===== src/sv/kahp_pkg.sv =====
// Shared types, codes and defaults for the keypoint angle histogram parser.
package kahp_pkg;

	localparam int KAHP_ANGLE_BINS  = 65536;
	localparam int KAHP_COUNT_WIDTH = 32;

	localparam logic [31:0] RST_EXPECTED_VERSION   = 32'd1;
	localparam logic [15:0] RST_MAX_NAME_LENGTH    = 16'd1000;
	localparam logic [15:0] RST_MAX_PAYLOAD_LENGTH = 16'd50000;

	// minimum payload bytes left for a record to start
	localparam logic [15:0] RECORD_MIN_BYTES = 16'd9;

	typedef enum logic [1:0] {
		OP_BYTE    = 2'd0,
		OP_READ    = 2'd1,
		OP_RESTART = 2'd2,
		OP_NONE    = 2'd3
	} op_t;

	typedef enum logic [1:0] {
		REG_EXPECTED_VERSION   = 2'd0,
		REG_MAX_NAME_LENGTH    = 2'd1,
		REG_MAX_PAYLOAD_LENGTH = 2'd2,
		REG_UNUSED             = 2'd3
	} reg_idx_t;

	typedef enum logic [2:0] {
		ERR_NONE        = 3'd0,
		ERR_BAD_VERSION = 3'd1,
		ERR_NAME_LONG   = 3'd2,
		ERR_PAY_LONG    = 3'd3,
		ERR_OVERRUN     = 3'd4
	} err_t;

	typedef enum logic [5:0] {
		PH_VERSION   = 6'b000001,
		PH_NAME_LEN  = 6'b000010,
		PH_NAME      = 6'b000100,
		PH_PAY_LEN   = 6'b001000,
		PH_RECORD    = 6'b010000,
		PH_CODEWORDS = 6'b100000
	} phase_t;

	typedef struct packed {
		logic [31:0] expected_version;
		logic [15:0] max_name_length;
		logic [15:0] max_payload_length;
	} cfg_t;

	// histogram access issued for one accepted transaction
	typedef struct packed {
		logic        bump;
		logic        rd;
		logic [15:0] addr;
	} hist_req_t;

	typedef struct packed {
		logic       finished;
		logic       halted;
		logic [2:0] error_code;
	} status_t;

	typedef struct packed {
		logic [31:0] bin_count;
		status_t     status;
	} result_t;

endpackage


===== src/sv/kahp_parser.sv =====
// Byte stream parser: version word, documents, keypoint records and codewords.
module kahp_parser import kahp_pkg::*; (
	input  logic      clk,
	input  logic      arst_n,
	input  logic      accept,
	input  op_t       op,
	input  logic [7:0] data_byte,
	input  logic [15:0] bin_index,
	input  cfg_t      cfg,
	output hist_req_t req,
	output status_t   status
);

	phase_t      phase_q, phase_d;
	logic [1:0]  fld_q, fld_d;
	logic [31:0] acc_q, acc_d;
	logic [15:0] name_left_q, name_left_d;
	logic [15:0] pay_left_q, pay_left_d;
	logic [3:0]  rec_idx_q, rec_idx_d;
	logic [15:0] angle_q, angle_d;
	logic [7:0]  cw_left_q, cw_left_d;
	logic [1:0]  tri_q, tri_d;
	logic        halt_q, halt_d;
	err_t        err_q, err_d;

	logic [31:0] word;
	logic        word_done;
	logic        finished;
	logic        bump;
	logic [16:0] need;
	logic [16:0] avail;
	logic        payload;
	logic        overrun;

	assign word      = {acc_q[23:0], data_byte};
	assign word_done = (fld_q == 2'd3);
	assign need      = 17'(data_byte) * 17'd3;
	assign avail     = {1'b0, pay_left_q} - 17'd1;

	always_comb begin
		phase_d     = phase_q;
		fld_d       = fld_q;
		acc_d       = acc_q;
		name_left_d = name_left_q;
		pay_left_d  = pay_left_q;
		rec_idx_d   = rec_idx_q;
		angle_d     = angle_q;
		cw_left_d   = cw_left_q;
		tri_d       = tri_q;
		halt_d      = halt_q;
		err_d       = err_q;
		finished    = 1'b0;
		bump        = 1'b0;
		payload     = 1'b0;
		overrun     = 1'b0;
		if (op == OP_RESTART) begin
			phase_d     = PH_VERSION;
			fld_d       = 2'd0;
			acc_d       = '0;
			name_left_d = '0;
			pay_left_d  = '0;
			rec_idx_d   = '0;
			angle_d     = '0;
			cw_left_d   = '0;
			tri_d       = '0;
			halt_d      = 1'b0;
			err_d       = ERR_NONE;
		end else if (op == OP_BYTE && !halt_q) begin
			if (phase_q == PH_VERSION || phase_q == PH_NAME_LEN || phase_q == PH_PAY_LEN) begin
				acc_d = word;
				fld_d = fld_q + 2'd1;
				if (word_done) begin
					acc_d = '0;
					fld_d = 2'd0;
				end
			end
			case (phase_q)
				PH_VERSION: begin
					if (word_done) begin
						if (word != cfg.expected_version) begin
							halt_d = 1'b1;
							err_d  = ERR_BAD_VERSION;
						end else begin
							phase_d = PH_NAME_LEN;
						end
					end
				end
				PH_NAME_LEN: begin
					if (word_done) begin
						if (word > {16'd0, cfg.max_name_length}) begin
							halt_d = 1'b1;
							err_d  = ERR_NAME_LONG;
						end else begin
							name_left_d = word[15:0];
							phase_d     = (word[15:0] != '0) ? PH_NAME : PH_PAY_LEN;
						end
					end
				end
				PH_NAME: begin
					name_left_d = name_left_q - 16'd1;
					if (name_left_q == 16'd1) begin
						phase_d = PH_PAY_LEN;
					end
				end
				PH_PAY_LEN: begin
					if (word_done) begin
						if (word > {16'd0, cfg.max_payload_length}) begin
							halt_d = 1'b1;
							err_d  = ERR_PAY_LONG;
						end else begin
							pay_left_d = word[15:0];
							rec_idx_d  = '0;
							phase_d    = (word[15:0] != '0) ? PH_RECORD : PH_NAME_LEN;
						end
					end
				end
				PH_RECORD: begin
					payload = 1'b1;
					if (rec_idx_q == 4'd0 && pay_left_q < RECORD_MIN_BYTES) begin
						// padding byte
					end else if (rec_idx_q == 4'd4) begin
						angle_d   = {data_byte, 8'd0};
						rec_idx_d = rec_idx_q + 4'd1;
					end else if (rec_idx_q == 4'd5) begin
						angle_d   = {angle_q[15:8], data_byte};
						rec_idx_d = rec_idx_q + 4'd1;
					end else if (rec_idx_q == 4'd8) begin
						rec_idx_d = '0;
						if (need > avail) begin
							// record would run past the payload: stop, length untouched
							overrun = 1'b1;
							halt_d  = 1'b1;
							err_d   = ERR_OVERRUN;
						end else if (data_byte == 8'd0) begin
							finished = 1'b1;
						end else begin
							cw_left_d = data_byte;
							tri_d     = '0;
							phase_d   = PH_CODEWORDS;
						end
					end else begin
						rec_idx_d = rec_idx_q + 4'd1;
					end
				end
				PH_CODEWORDS: begin
					payload = 1'b1;
					if (tri_q == 2'd2) begin
						tri_d     = '0;
						bump      = 1'b1;
						cw_left_d = cw_left_q - 8'd1;
						if (cw_left_q == 8'd1) begin
							finished = 1'b1;
							phase_d  = PH_RECORD;
						end
					end else begin
						tri_d = tri_q + 2'd1;
					end
				end
				default: begin
					phase_d = PH_VERSION;
				end
			endcase
			if (payload && !overrun) begin
				pay_left_d = pay_left_q - 16'd1;
				if (pay_left_q == 16'd1) begin
					phase_d   = PH_NAME_LEN;
					rec_idx_d = '0;
					tri_d     = '0;
					cw_left_d = '0;
				end
			end
		end
	end

	always_ff @(posedge clk or negedge arst_n) begin
		if (!arst_n) begin
			phase_q     <= PH_VERSION;
			fld_q       <= '0;
			acc_q       <= '0;
			name_left_q <= '0;
			pay_left_q  <= '0;
			rec_idx_q   <= '0;
			angle_q     <= '0;
			cw_left_q   <= '0;
			tri_q       <= '0;
			halt_q      <= 1'b0;
			err_q       <= ERR_NONE;
		end else if (accept) begin
			phase_q     <= phase_d;
			fld_q       <= fld_d;
			acc_q       <= acc_d;
			name_left_q <= name_left_d;
			pay_left_q  <= pay_left_d;
			rec_idx_q   <= rec_idx_d;
			angle_q     <= angle_d;
			cw_left_q   <= cw_left_d;
			tri_q       <= tri_d;
			halt_q      <= halt_d;
			err_q       <= err_d;
		end
	end

	assign req.bump = bump;
	assign req.rd   = (op == OP_READ);
	assign req.addr = bump ? angle_q : bin_index;

	assign status.finished   = finished;
	assign status.halted     = halt_d;
	assign status.error_code = err_d;

endmodule


===== config.mk =====
export PLATFORM = sky130hd
export DESIGN_NAME = kahp_parser
export DESIGN_NICKNAME = d
export VERILOG_FILES = /design/src/sv/kahp_pkg.sv /design/src/sv/kahp_parser.sv
export SDC_FILE = /design/constraint.sdc
export NUM_CORES = 1
export LEC_CHECK = 0
export ABC_AREA = 0
export BUFFER_PORTS_ARGS = -buffer_cell sky130_fd_sc_hd__buf_2
export CAP_MARGIN = 20
export CORE_MARGIN = 10
export CORE_UTILIZATION = 35
export CTS_BUF_LIST = sky130_fd_sc_hd__clkbuf_4 sky130_fd_sc_hd__clkbuf_8
export CTS_CLUSTER_DIAMETER = 80
export DETAILED_ROUTE_END_ITERATION = 8
export GPL_ROUTABILITY_DRIVEN = 0
export PLACE_DENSITY = 0.58
export SLEW_MARGIN = 10
export SYNTH_ARGS = -nofsm -noshare
export SYNTH_HDL_FRONTEND = slang
export SYNTH_SLANG_ARGS = --single-unit

===== constraint.sdc =====
create_clock -name clk -period 11.8 [get_ports clk]
set_input_delay 1.18 -clock clk [delete_from_list [all_inputs] [get_ports clk]]
set_output_delay 1.18 -clock clk [all_outputs]
set_load 0.05 [all_outputs]

==> summary.txt <==
Run status
  – Status: completed

Routing
  – Starting DRC count in detailed routing: ~640
  – Post-route ant nets: 0
  – Detailed Route WL: 28700 um
  – Via density: approximately 5.7
  – # DRC: 0
  – Pre-Repair DR Iteration Count: 5
  – Mean routed wirelength per cell: between 20 and 25 um
  – Via Count: between 8000 and 9000

Cells and area
  – Finished Layout Cells: 1430
  – N_diodes: 0
  – Share of cells above drive strength 1: 0.160
  – Multi-input logic area: around 5300 um^2
  – Commonest cells after routing, fill and taps aside: nand2_1, buf_2, dfrtp_1
  – Syn-to-layout area delta: 12.8%
  – Nets: 1270
  – Fill count: 2378
  – Commonest non-fill, non-tap cell in the layout: nand2_1
  – Total area of sequential cells: about 2500 um^2

Pwr
  – Internal: a little under 700 uW
  – Sw Share: 0.449
  – Psw: ~560 uW
  – Reg power frac: 0.395
  – Pwr/cell area: roughly 140 nW/um^2
  – VDD IR-drop max: approximately 0.042 mV
  – Lkg Pwr: approximately 4.2 nW
  – Clock share of power: 0.200
  – Comb pwr share: 0.405

STA
  – Final Setup Violations: 0
  – Max-slew violation count: 0
  – Slew @ Worst Pin: 1.01 ns
  – Setup_tns: 0 ns
  – RSZ-0062 raised after global routing: no
  – Max transition margin: 0.330
  – Fmax achieved: 154 MHz
  – Setup Skew: approximately 0.017 ns
  – Hold Vio Cnt, Final: 0
  – Clock period minus final worst setup slack: about 6.5 ns
  – Period utilisation layout: 0.552

Synth
  – Asr flop ratio synth: 1.00
  – Post-Syn Instances: 1018
  – Synth cell types: 86
  – Post-Synthesis Cell Area: a little over 8000 um^2
  – Synth Flop Type: dfrtp_1
  – Ys Warns: 0
  – Sequential element share of the synthesized area: 0.299
  – Syn avg cell area: ~8.0 um^2
  – Post-synth EDFFs: 0
  – Yosys reg bits: 98
  – Mapped Nets: roughly 1200

Worst setup path
  – Critical Path RT: 10.62 ns
  – CP Cell Sequence: buf_2 > ha_1 > fa_1 > a21oi_1 > nor2_1 > nor2_1 > o21bai_1 > a21oi_1 > xnor2_1 > ha_1 > nand4_1 > nor4_1 > and4b_1 > o2111a_1 > nor4_1 > o21ai_0 > buf_2
  – CP startpoint kind: input port
  – Critical Path AT: ~5.3 ns
  – CP peak stage delay: 0.72 ns
  – Crit path kind: in -> out
  – Setup crit end: status[3]
  – FF-to-FF End: pay_left_q[1]$_DFFE_PN0P_
  – Worst path slowest cell: o2111a_1
  – Crit-path max FO: 18
  – Worst r2r src: pay_left_q[0]$_DFFE_PN0P_
  – Register-to-Register Path Depth: 13
  – Crit. path cell count: 17
  – Worst Setup SP: data_byte[1]
  – Worst Setup End Kind: output port
  – Family with the most delay on the worst path: compound AO/OA/AOI/OAI gates
  – Buffers and inverters on the worst path: 2
  – R2R Setup Slk: slightly below 7 ns

Global routing
  – Antenna violations before repair: 0
  – GRT Total Usage: 0.186
  – Largest net degree at the start of global routing: 74
  – Vias in the first global route: 7878
  – Grt total ovfl: 0
  – First-pass GRT wire length: roughly 45000 um

Job
  – Max-Cap Viols: 0

Clock network
  – CTS Hold Buffers Added: 0
  – Postcts setup bufs: 0
  – CTS Buffer Depth: 2
  – Clk Latency, worst-skew pair: 0.41 ns
  – CTS Root Cell: clkbuf_8
  – CTS resizes: 0
  – CTS tree: yes
  – Total CTS buffers: 9
  – Clock slew seen by the registers of the worst setup and hold paths: between 0.1 and 0.15 ns
  – H-tree depth: 3
  – Sink Count: between 90 and 100

Placement
  – Inst Count DP: 1411
  – I/O Buffers: between 100 and 150
  – Detail Placement HPWL: 21400 um

Floorplanning
  – Chip Width: roughly 170 um
  – Die Ht: approximately 170 um
  – Ports: 116
  – CORE AREA: roughly 23000 um^2
  – Die area: 29900 um^2
  – Row cnt: between 50 and 60
  – Initial core utilization: 0.359

Hold path
  – Hold/Removal Path Class: reg -> reg
  – Hold Path Stages: 2
cells in the mapped netlist, drive strengths merged (3+ instances only):
cell type / n / area [um^2]
nand2: 164 / 618
dfrtp: 97 / 2430
o21ai: 89 / 445
a21oi: 72 / 360
nor2: 72 / 275
ha: 64 / 801
inv: 57 / 214
xor2: 36 / 315
nor4: 32 / 243
nor3: 30 / 155
clkbuf: 26 / 97.6
buf: 21 / 145
o211ai: 20 / 164
o31ai: 20 / 164
a31oi: 16 / 115
nand3: 16 / 80.1
nand4: 16 / 100
xnor2: 13 / 114
o2bb2ai: 11 / 96.3
a22o: 10 / 87.6
nand2b: 10 / 70.1
a21o: 9 / 68.8
a32o: 9 / 90.1
nor3b: 9 / 88.8
or4: 9 / 78.8
and3: 7 / 43.8
a31o: 6 / 52.6
a211oi: 5 / 37.5
mux2i: 5 / 50.1
nor2b: 4 / 25.0
o21bai: 4 / 30.0
or3: 4 / 25.0
a2111oi: 3 / 45.1
a41oi: 3 / 26.3
and2: 3 / 18.8
and4: 3 / 26.3
nand3b: 3 / 22.5
o2111ai: 3 / 32.5
or2: 3 / 18.8
final cells by class:
cell class                 count  area share
multi-input combinational    815       0.571
sequential                    98       0.266
timing repair buffer         130      0.0745
tap                          313      0.0424
inverter                      58      0.0236
clock buffer                   9      0.0134
clock inverter                 7     0.00948
kinds of logic after synthesis:
kind of cell             count (synthesis)  share of synthesized area
XOR/XNOR                                49                     0.0524
multiplexers                             5                    0.00611
flip-flops                              98                      0.299
AND/OR/NAND/NOR                        392                      0.238
adder cells (fa/ha/maj)                 65                      0.100
AO/OA/AOI/OAI                          304                      0.247
buffers and inverters                  105                     0.0562
routing by layer:
metal / global-route usage / part of all wire
met1: 0.248 / 0.45
met2: 0.295 / 0.46
met3: 0.0233 / 0.053
met4: 0.0830 / 0.038
met5: 0 / 0
state kept, by name, summed over array words and instances, names as in the netlist, 2 cells and up:
signal	count
fld_q	2
name_left_q	16
cw_left_q	8
err_q	3
rec_idx_q	4
pay_left_q	16
phase_q	6
angle_q	16
acc_q	24
tri_q	2
through the flow:
stage / setup WS [ns] / util / cell area, um^2 / power, mW / hold slack, ns
floorplan: 5.76 / - / 8190 / 0.818 / 0.448
global placement: 5.40 / 0.394 / 9010 / 0.993 / 0.475
detailed placement: 5.33 / 0.394 / 9010 / 1.00 / 0.488
CTS: 5.34 / 0.404 / 9220 / 1.25 / 0.516
global route: 4.98 / 0.404 / 9240 / 1.33 / 0.536
finish: 5.29 / 0.404 / 9240 / 1.25 / 0.518
worst register-to-register path: cells and delay by family (launching register included):
family / cells / cell delay [ns]
compound gates: 3 / 1.33
fa+ha+maj: 2 / 0.60
xor+xnor: 1 / 0.25
simple gates: 6 / 2.02
buf+inv: 1 / 0.17
flops: 1 / 0.46
worst min path at each step:
stage | startpoint | endpoint
6_report | name_left_q[14]$_DFFE_PN0P_ | name_left_q[14]$_DFFE_PN0P_
5_1_grt | angle_q[13]$_DFFE_PN0P_ | angle_q[13]$_DFFE_PN0P_
4_1_cts | angle_q[2]$_DFFE_PN0P_ | angle_q[2]$_DFFE_PN0P_
3_5_place_dp | angle_q[2]$_DFFE_PN0P_ | angle_q[2]$_DFFE_PN0P_
3_3_place_gp | angle_q[1]$_DFFE_PN0P_ | angle_q[1]$_DFFE_PN0P_
2_1_floorplan | angle_q[0]$_DFFE_PN0P_ | angle_q[0]$_DFFE_PN0P_
power groups by stage:
stage	combinational, mW	sequential (mW)	clock [mW]
2_1_floorplan	0.358	0.460	0
3_3_place_gp	0.495	0.498	0
3_5_place_dp	0.502	0.499	0
4_1_cts	0.504	0.493	0.254
5_1_grt	0.563	0.502	0.269
6_report	0.507	0.495	0.250
No activity file was read; power rests on OpenSTA's default activity.
