<file path="src/sv/kahp_pkg.sv">
// Shared types, codes and defaults for the keypoint angle histogram parser.
package kahp_pkg;

	localparam int KAHP_ANGLE_BINS  = 65536;
	localparam int KAHP_COUNT_WIDTH = 32;

	localparam logic [31:0] RST_EXPECTED_VERSION   = 32'd1;
	localparam logic [15:0] RST_MAX_NAME_LENGTH    = 16'd1000;
	localparam logic [15:0] RST_MAX_PAYLOAD_LENGTH = 16'd50000;

	// minimum payload bytes left for a record to start
	localparam logic [15:0] RECORD_MIN_BYTES = 16'd9;

	typedef enum logic [1:0] {
		OP_BYTE    = 2'd0,
		OP_READ    = 2'd1,
		OP_RESTART = 2'd2,
		OP_NONE    = 2'd3
	} op_t;

	typedef enum logic [1:0] {
		REG_EXPECTED_VERSION   = 2'd0,
		REG_MAX_NAME_LENGTH    = 2'd1,
		REG_MAX_PAYLOAD_LENGTH = 2'd2,
		REG_UNUSED             = 2'd3
	} reg_idx_t;

	typedef enum logic [2:0] {
		ERR_NONE        = 3'd0,
		ERR_BAD_VERSION = 3'd1,
		ERR_NAME_LONG   = 3'd2,
		ERR_PAY_LONG    = 3'd3,
		ERR_OVERRUN     = 3'd4
	} err_t;

	typedef enum logic [5:0] {
		PH_VERSION   = 6'b000001,
		PH_NAME_LEN  = 6'b000010,
		PH_NAME      = 6'b000100,
		PH_PAY_LEN   = 6'b001000,
		PH_RECORD    = 6'b010000,
		PH_CODEWORDS = 6'b100000
	} phase_t;

	typedef struct packed {
		logic [31:0] expected_version;
		logic [15:0] max_name_length;
		logic [15:0] max_payload_length;
	} cfg_t;

	// histogram access issued for one accepted transaction
	typedef struct packed {
		logic        bump;
		logic        rd;
		logic [15:0] addr;
	} hist_req_t;

	typedef struct packed {
		logic       finished;
		logic       halted;
		logic [2:0] error_code;
	} status_t;

	typedef struct packed {
		logic [31:0] bin_count;
		status_t     status;
	} result_t;

endpackage

</file>
<file path="src/sv/kahp_outq.sv">
// Two-entry result queue decoupling the pipeline from output stalls.
module kahp_outq import kahp_pkg::*; (
	input  logic    clk,
	input  logic    arst_n,
	input  logic    push,
	input  result_t push_data,
	input  logic    pop,
	output logic    not_empty,
	output logic [1:0] count,
	output result_t head
);

	result_t    ent_q [2];
	logic       wr_ptr_q;
	logic       rd_ptr_q;
	logic [1:0] cnt_q;

	always_ff @(posedge clk or negedge arst_n) begin
		if (!arst_n) begin
			wr_ptr_q <= 1'b0;
			rd_ptr_q <= 1'b0;
			cnt_q    <= '0;
		end else begin
			if (push) begin
				wr_ptr_q <= !wr_ptr_q;
			end
			if (pop) begin
				rd_ptr_q <= !rd_ptr_q;
			end
			cnt_q <= cnt_q + 2'(push) - 2'(pop);
		end
	end

	always_ff @(posedge clk) begin
		if (push) begin
			ent_q[wr_ptr_q] <= push_data;
		end
	end

	assign not_empty = (cnt_q != 2'd0);
	assign count     = cnt_q;
	assign head      = ent_q[rd_ptr_q];

	a_no_overflow: assert property (@(posedge clk) disable iff (!arst_n)
		push && !pop |-> cnt_q != 2'd2) else $error("result queue overflow");
	a_no_underflow: assert property (@(posedge clk) disable iff (!arst_n)
		pop |-> cnt_q != 2'd0) else $error("result queue underflow");

endmodule

</file>
<file path="config.mk">
export PLATFORM = sky130hd
export DESIGN_NAME = kahp_outq
export DESIGN_NICKNAME = d
export VERILOG_FILES = /design/src/sv/kahp_pkg.sv /design/src/sv/kahp_outq.sv
export SDC_FILE = /design/constraint.sdc
export NUM_CORES = 1
export LEC_CHECK = 0
export BUFFER_PORTS_ARGS = -buffer_cell sky130_fd_sc_hd__buf_2
export CAP_MARGIN = 5
export CORE_MARGIN = 1.5
export CORE_UTILIZATION = 55
export DETAILED_ROUTE_END_ITERATION = 7
export GPL_TIMING_DRIVEN = 0
export PLACE_DENSITY = 0.84
export SYNTH_ARGS = -nofsm -noshare
export SYNTH_HDL_FRONTEND = slang
export SYNTH_SLANG_ARGS = --single-unit
</file>
<file path="constraint.sdc">
create_clock -name clk -period 5.8 [get_ports clk]
set_clock_uncertainty 0.2 [all_clocks]
set_input_delay 0.87 -clock clk [delete_from_list [all_inputs] [get_ports clk]]
set_output_delay 0.87 -clock clk [all_outputs]
set_load 0.01 [all_outputs]
</file>
==> results.sh, run 1 <==
export IMPL_hpwl_um=3121
export IMPL_synth_nets=172
export IMPL_power_density_nw_per_um2=459.7
export IMPL_insertion_delay_ns=0.32
export IMPL_postLayoutCoreUtil_pct=70.33
export IMPL_drc=0
export IMPL_rsz0062_at_grt="false"
export IMPL_gp_congestion=0.6460
export IMPL_cts_root_buf="clkbuf_8"
export IMPL_antenna_found_initial=0
export IMPL_final_common_cell="buf_2"
export IMPL_peakVddDrop_mv=0.2668
export IMPL_clk_pin_slew_worst_paths_ns=0.07
export IMPL_ctsResizeCount=0
export IMPL_mostFrequentLayoutCells="81 x buf_2, 74 x edfxtp_1, 20 x mux2_4"
export IMPL_cp_max_fo=10
export IMPL_vias=1453
export IMPL_port_buffers=80
export IMPL_rows=26
export IMPL_critPathArrivalTime_ns=1.48
export IMPL_tightest_slew_ns=0.8886
export IMPL_avgRoutedWirePerCell_um=15.40
export IMPL_grt_pass1_vias=1571
export IMPL_yosysSeqAreaShare_pct=78.84
export IMPL_synth_cell_types=13
export IMPL_area_growth_syn_to_layout_pct=22.73
export IMPL_register_area_sq_um=2322
export IMPL_crit_required_ns=4.73
export IMPL_clock_sinks=78
export IMPL_synth_cells=129
export IMPL_timing_final_hold_violations=0
export IMPL_slew_headroom_pct=40.76
export IMPL_die_w_um=76.18
export IMPL_multi_input_comb_area_sq_um=585.6
export IMPL_fillers=358
export IMPL_die_h_um=76.18
export IMPL_setup_violations_final=0
export IMPL_cts_tree="done"
export IMPL_synth_warnings=0
export IMPL_min_period_ns=2.547
export IMPL_drt_iter0_drc=55
export IMPL_worstSetupStartpointType="flop"
export IMPL_grt_pass1_wl_um=7527
export IMPL_end_kind="output pin"
export IMPL_synth_avg_cell_area_sq_um=22.83
export IMPL_status="complete, no violations"
export IMPL_wirelength_um=4528
export IMPL_h_tree_depth=3
export IMPL_hold_class="in2async"
export IMPL_setup_tns_ns=0
export IMPL_antenna_left=0
export IMPL_max_cap_violations=0
export IMPL_post_cts_buffers=0
export IMPL_cts_buffers=9
export IMPL_routed_via_density=4.942
export IMPL_synth_seq_cells=78
export IMPL_placedCellCount=280
export IMPL_ios=81
export IMPL_die_area_sq_um=5803
export IMPL_slew_violations=0
export IMPL_clockBufferDepth=2
export IMPL_finalNonFillerCells=294
export IMPL_dr_pass1_iters=4
export IMPL_grt_max_degree=38
export IMPL_n_antenna_cell=0
export IMPL_max_freq_mhz=392.6
export IMPL_groute_usage_overall_pct=17.47
export IMPL_overflow=0
export IMPL_path_class="reg2out"
export IMPL_finalCritPeriodShare_pct=43.91
export IMPL_core_sq_um=5140
export IMPL_nNetsFinal=264
export IMPL_hold_buffers=0
export IMPL_power_leakage_nw=1.459
export IMPL_synth_area_sq_um=2945
export IMPL_drive_gt1_share_pct=60.71
export IMPL_start_util_pct=57.30
[final cells by class]
type / count / area share [%]
inverters: 2 / 0.2077
flip-flops and latches: 78 / 64.24
clock inverters: 3 / 0.3808
plain buffers: 4 / 1.073
well taps: 70 / 2.423
multi-input cells: 45 / 16.20
repair buffers: 81 / 11.84
clock buffers: 11 / 3.634
[synth_stat cells (all sizes together)]
cell | instances | area, sq um
xor2 | 2 | 17.52
inv | 2 | 7.510
edfxtp | 74 | 2222
buf | 4 | 38.78
mux2 | 37 | 491.7
dfrtp | 4 | 100.1
or2 | 1 | 6.260
ha | 2 | 25.02
nor2b | 1 | 6.260
and2 | 1 | 6.260
xor3 | 1 | 23.77
[worst max-delay path, stage by stage, from the launching register on]
cell     delay (ns)
dfrtp_1        0.35
buf_6          0.16
buf_6          0.19
mux2_4         0.32
buf_2          0.14
[final timing paths]
check | start | endpoint | slack [ns] | cells past startpoint
setup / recovery | rd_ptr_q | head[17] | 3.25 | 4
hold / removal | arst_n | count[0] | 0.14 | 1
setup reg to reg | wr_ptr_q | ent_q[1][33] | 4.02 | 1
hold reg to reg | wr_ptr_q | wr_ptr_q | 0.34 | 1
max in group asynchronous | arst_n | rd_ptr_q | 5.14 | 1
min in group clk | wr_ptr_q | wr_ptr_q | 0.34 | 1
[logic make-up (layout without fill, tap and decap cells)]
group / Yosys count / after routing / synth area share [%]
and+or+nand+nor: 3 / 3 / 0.6376
DFF: 78 / 78 / 78.84
buffers and inverters: 6 / 101 / 1.572
adders and majority gates: 2 / 2 / 0.8495
xor gates and xnor gates: 3 / 3 / 1.402
muxes: 37 / 37 / 16.69
[flip-flops by register name, indices dropped and copies added (netlist names)]
name / flops
wr_ptr_q: 1
rd_ptr_q: 1
count: 2
ent_q: 74
[where the power goes]
| group | total (W) | leakage, nW | internal (W) | switching [W] |
|---|---|---|---|---|
| Clock | 0.000313 | 0.0765 | 0.000148 | 0.000165 |
| Sequential | 0.000787 | 0.741 | 0.000751 | 0.0000362 |
| Combinational | 0.000562 | 0.642 | 0.000296 | 0.000266 |
[stage by stage]
stage | hold WS, ns | area (sq um) | total power [W] | setup WS, ns
floorplan | 0.2555 | 2945 | 0.001173 | 2.633
global placement | 0.2694 | 3433 | 0.001347 | 1.589
detailed placement | 0.3367 | 3470 | 0.001376 | 3.412
CTS | 0.1257 | 3615 | 0.001687 | 3.218
global route | 0.1169 | 3615 | 0.001753 | 3.135
finish | 0.1366 | 3615 | 0.001662 | 3.253
[metal layers]
layer | GRT usage [%] | routed length (um) | vias up
met4 | 8.889 | 76 | 0
met5 | 0 | 0 | -
met1 | 19.34 | 1707 | 719
met3 | 3.952 | 178 | 8
met2 | 31.53 | 2564 | 43
li1 | - | - | 683
(Power assumes the default switching activity.)
==> run 2: changes to the inputs <==
Settings changed: CORE_UTILIZATION 55 to 51, PLACE_DENSITY 0.84 to 0.79.
Clock period 5.8 ns to 2.35 ns, I/O delays scaled along.
==> results.sh, run 2 (synthesis gave the netlist of run 1 again) <==
export IMPL_mostFrequentLayoutCells="81 x buf_2, 74 x edfxtp_1, 35 x dlygate4sd3_1"
export IMPL_wirelength_um=5017
export IMPL_power_density_nw_per_um2=1074
export IMPL_overflow=0
export IMPL_n_antenna_cell=0
export IMPL_antenna_found_initial=0
export IMPL_core_sq_um=5540
export IMPL_groute_usage_overall_pct=16.89
export IMPL_gp_congestion=0.6588
export IMPL_crit_required_ns=1.80
export IMPL_area_growth_syn_to_layout_pct=35.56
export IMPL_routed_via_density=4.786
export IMPL_rows=27
export IMPL_postLayoutCoreUtil_pct=72.06
export IMPL_clockBufferDepth=2
export IMPL_port_buffers=80
export IMPL_critPathArrivalTime_ns=1.51
export IMPL_max_cap_violations=0
export IMPL_start_util_pct=53.16
export IMPL_reg2reg_to="ent_q[1][9]"
export IMPL_die_area_sq_um=6240
export IMPL_regMostFlops="ent_q"
export IMPL_die_w_um=79.00
export IMPL_dr_pass1_iters=5
export IMPL_drc=0
export IMPL_startpoint="rd_ptr_q"
export IMPL_clock_sinks=78
export IMPL_worstSetupStartpointType="flop"
export IMPL_peakVddDrop_mv=0.7232
export IMPL_clk_pin_slew_worst_paths_ns=0.07
export IMPL_grt_pass1_wl_um=7569
export IMPL_cts_tree="done"
export IMPL_timing_hold_ws_ns=0.01847
export IMPL_post_cts_buffers=0
export IMPL_end_kind="output pin"
export IMPL_largest_reg_flops=74
export IMPL_avgRoutedWirePerCell_um=15.11
export IMPL_grt_max_degree=38
export IMPL_hold_class="in2reg"
export IMPL_hpwl_um=3130
export IMPL_slew_headroom_pct=39.94
export IMPL_drt_iter0_drc=82
export IMPL_drive_gt1_share_pct=52.69
export IMPL_antenna_left=0
export IMPL_final_common_cell="buf_2"
export IMPL_rsz0062_at_grt="false"
export IMPL_nNetsFinal=299
export IMPL_cp_max_fo=10
export IMPL_crit_end="head[15]"
export IMPL_die_h_um=79.00
export IMPL_setup_violations_final=0
export IMPL_power_leakage_nw=1.614
export IMPL_cts_buffers=9
export IMPL_slew_violations=0
export IMPL_setup_tns_ns=0
export IMPL_rrSetupSlack_ns=0.56
export IMPL_insertion_delay_ns=0.33
export IMPL_h_tree_depth=3
export IMPL_r2r_start="wr_ptr_q"
export IMPL_ios=81
export IMPL_status="complete, no violations"
export IMPL_r2r_cells=1
export IMPL_min_period_ns=2.064
export IMPL_path_class="reg2out"
export IMPL_grt_pass1_vias=1627
export IMPL_max_freq_mhz=484.5
export IMPL_tightest_slew_ns=0.9009
export IMPL_cts_root_buf="clkbuf_8"
export IMPL_finalCritPeriodShare_pct=87.83
export IMPL_timing_final_hold_violations=0
export IMPL_vias=1589
-- run 2: report_power, final --
part           internal [W]  switching (W)
clock              0.000472       0.000435
sequential          0.00185      0.0000889
combinational      0.000761       0.000679
total               0.00309        0.00120
-- run 2: final cells by class --
type	instances	area (sq um)
flip-flops and latches	78	2322
fillers	357	1548
repair buffers	116	770.7
multi-input cells	45	585.6
clock buffers	9	123.9
well taps	72	90.09
clock inverters	6	53.80
plain buffers	4	38.79
inverters	2	7.507
-- run 2: through the flow --
stage / std cells / total power [W] / cell area [sq um] / setup slack (ns)
2_1_floorplan: 129 / 0.002895 / 2948 / 0.3561
3_3_place_gp: 281 / 0.003327 / 3438 / -0.2741
3_5_place_dp: 282 / 0.003384 / 3465 / 0.5000
4_1_cts: 327 / 0.004325 / 3943 / 0.2618
5_1_grt: 332 / 0.004503 / 3993 / 0.2075
6_report: 332 / 0.004288 / 3993 / 0.2860
-- run 2: worst max-delay path: stages, from the launching register on --
cell     delay [ns]
dfrtp_1        0.36
buf_6          0.16
buf_6          0.20
mux2_4         0.32
buf_2          0.14
-- run 2: worst min path at each step --
stage	from	endpoint	slack [ns]	depth (start not counted)
after floorplan	arst_n	count[0]	-0.14	0
after global placement	arst_n	count[0]	-0.04	1
after CTS	push_data[24]	ent_q[0][24]	0.0002	1
after global routing	push_data[13]	ent_q[1][13]	0.0001	1
final	push_data[13]	ent_q[1][13]	0.02	1
after detailed placement	arst_n	count[0]	-0.04	1
-- run 2: timing repair --
action	4_1_cts	5_1_grt
resized for setup	0	0
endpoints found under the hold margin	60	8
hold buffers	30	5
-- run 2: layer usage --
layer,vias up,global-route usage [%],part of all wire [%]
met1,772,19.65,42
li1,752,-,-
met4,0,8.772,1.4
met3,6,4.598,4.8
met5,-,0,0
met2,59,28.63,52
==> run 3: changes to the inputs <==
Settings changed: GPL_TIMING_DRIVEN 0 to not set.
==> results.sh, run 3 (synthesis gave the netlist of run 1 again) <==
export IMPL_worstSetupStartpointType="flop"
export IMPL_crit_path_top_delay_cell="mux2_2"
export IMPL_ctsResizeCount=0
export IMPL_cp_max_fo=21
export IMPL_setup_violations_final=0
export IMPL_slew_violations=0
export IMPL_fillers=382
export IMPL_cts_buffers=9
export IMPL_grt_pass1_wl_um=7465
export IMPL_rows=27
export IMPL_grt_pass1_vias=1633
export IMPL_h_tree_depth=3
export IMPL_grt_max_degree=23
export IMPL_port_buffers=80
export IMPL_groute_usage_overall_pct=16.36
export IMPL_path_class="reg2out"
export IMPL_max_cap_violations=0
export IMPL_max_freq_mhz=480.5
export IMPL_critPathMaxStageDelay_ns=0.38
export IMPL_antenna_left=0
export IMPL_power_density_nw_per_um2=1054
export IMPL_clk_pin_slew_worst_paths_ns=0.07
export IMPL_critPathArrivalTime_ns=1.53
export IMPL_timing_final_hold_violations=0
export IMPL_nNetsFinal=294
export IMPL_final_common_cell="buf_2"
export IMPL_tightest_slew_ns=0.5233
export IMPL_dr_pass1_iters=4
export IMPL_n_antenna_cell=0
export IMPL_setup_tns_ns=0
export IMPL_min_period_ns=2.081
export IMPL_die_h_um=79.00
export IMPL_placedCellCount=281
export IMPL_hold_class="in2reg"
export IMPL_peakVddDrop_mv=0.6728
export IMPL_die_w_um=79.00
export IMPL_avgRoutedWirePerCell_um=14.67
export IMPL_mostFrequentLayoutCells="80 x buf_2, 74 x edfxtp_1, 31 x dlygate4sd3_1"
export IMPL_timing_hold_ws_ns=0.01778
export IMPL_vias=1558
export IMPL_final_area_sq_um=3920
export IMPL_multi_input_comb_area_sq_um=585.6
export IMPL_rsz0062_at_grt="false"
export IMPL_insertion_delay_ns=0.33
export IMPL_postLayoutCoreUtil_pct=70.75
export IMPL_regMostFlops="ent_q"
export IMPL_status="complete, no violations"
export IMPL_power_leakage_nw=1.580
export IMPL_cp_top_family="buffers and inverters"
export IMPL_hpwl_um=3017
export IMPL_path_buf_inv=2
export IMPL_cts_tree="done"
export IMPL_finalCritPeriodShare_pct=88.56
export IMPL_largest_reg_flops=74
export IMPL_end_kind="output pin"
export IMPL_postPlaceCellArea_sq_um=3462
export IMPL_area_growth_syn_to_layout_pct=33.09
export IMPL_drive_gt1_share_pct=52.94
export IMPL_start_util_pct=53.16
export IMPL_slew_headroom_pct=65.04
export IMPL_drt_iter0_drc=116
export IMPL_crit_required_ns=1.80
export IMPL_clock_sinks=78
export IMPL_overflow=0
export IMPL_antenna_found_initial=0
export IMPL_wirelength_um=4798
export IMPL_gp_congestion=0.6968
export IMPL_clockBufferDepth=2
export IMPL_crit_path_cell_trace="buf_4, mux2_2, buf_2"
export IMPL_register_area_sq_um=2323
export IMPL_ios=81
export IMPL_cts_root_buf="clkbuf_8"
export IMPL_core_sq_um=5540
export IMPL_die_area_sq_um=6240
export IMPL_routed_via_density=4.765
export IMPL_drc=0
export IMPL_finalNonFillerCells=327
[run 3: changes by cell type in the layout (fill, tap and decap cells not counted), sizes merged]
cell,before,now
dlygate4sd3,35,31
clkinvlp,1,0
clkinv,4,3
buf,85,84
clkbuf,9,12
bufinv,1,0
[run 3: area by class of cell]
cell class	instances	share of cell area (%)
flip-flops and latches	78	59.27
clock buffers	12	3.447
repair buffers	115	19.53
clock inverters	3	0.3192
well taps	72	2.298
inverters	2	0.1915
multi-input cells	45	14.94
[run 3: per-layer routing]
metal  GRT usage (%)  routed length [um]  vias up
li1                -                   -      745
met1           18.93                2011      744
met2           28.46                2433       65
met3           5.747                 326        4
met4           5.263                  27        0
met5               0                   0        -
[run 3: worst reg2reg max path, cell delays in order, from the launching register on]
cell     delay (ns)
dfrtp_1        0.42
nor2b_4        0.46
buf_12         0.25
[run 3: per-stage QoR]
step | power, W | setup WS [ns]
global route | 0.004345 | 0.2025
global placement | 0.003323 | 0.6047
floorplan | 0.002895 | 0.3561
finish | 0.004130 | 0.2690
CTS | 0.004176 | 0.2364
detailed placement | 0.003353 | 0.5952
[run 3: report_power, final]
group	total, W	switching [W]	internal (W)
clock network	0.000781	0.000411	0.000370
logic	0.00142	0.000672	0.000743
registers	0.00193	0.0000828	0.00185
[run 3: path summary, 6_finish.rpt]
path,start,endpoint,slack [ns],cells after the start
setup reg to reg,wr_ptr_q,ent_q[0][11],0.72,2
hold / removal,push_data[25],ent_q[1][25],0.02,1
hold reg to reg,wr_ptr_q,wr_ptr_q,0.34,1
max in group asynchronous,arst_n,rd_ptr_q,1.64,2
min in group asynchronous,arst_n,count[0],0.17,2
setup / recovery,rd_ptr_q,head[33],0.27,3
[run 3: timing repair]
item / CTS / global route
setup buffers: 0 / 0
hold buffers: 31 / 0
endpoints found under the hold margin: 61 / 0
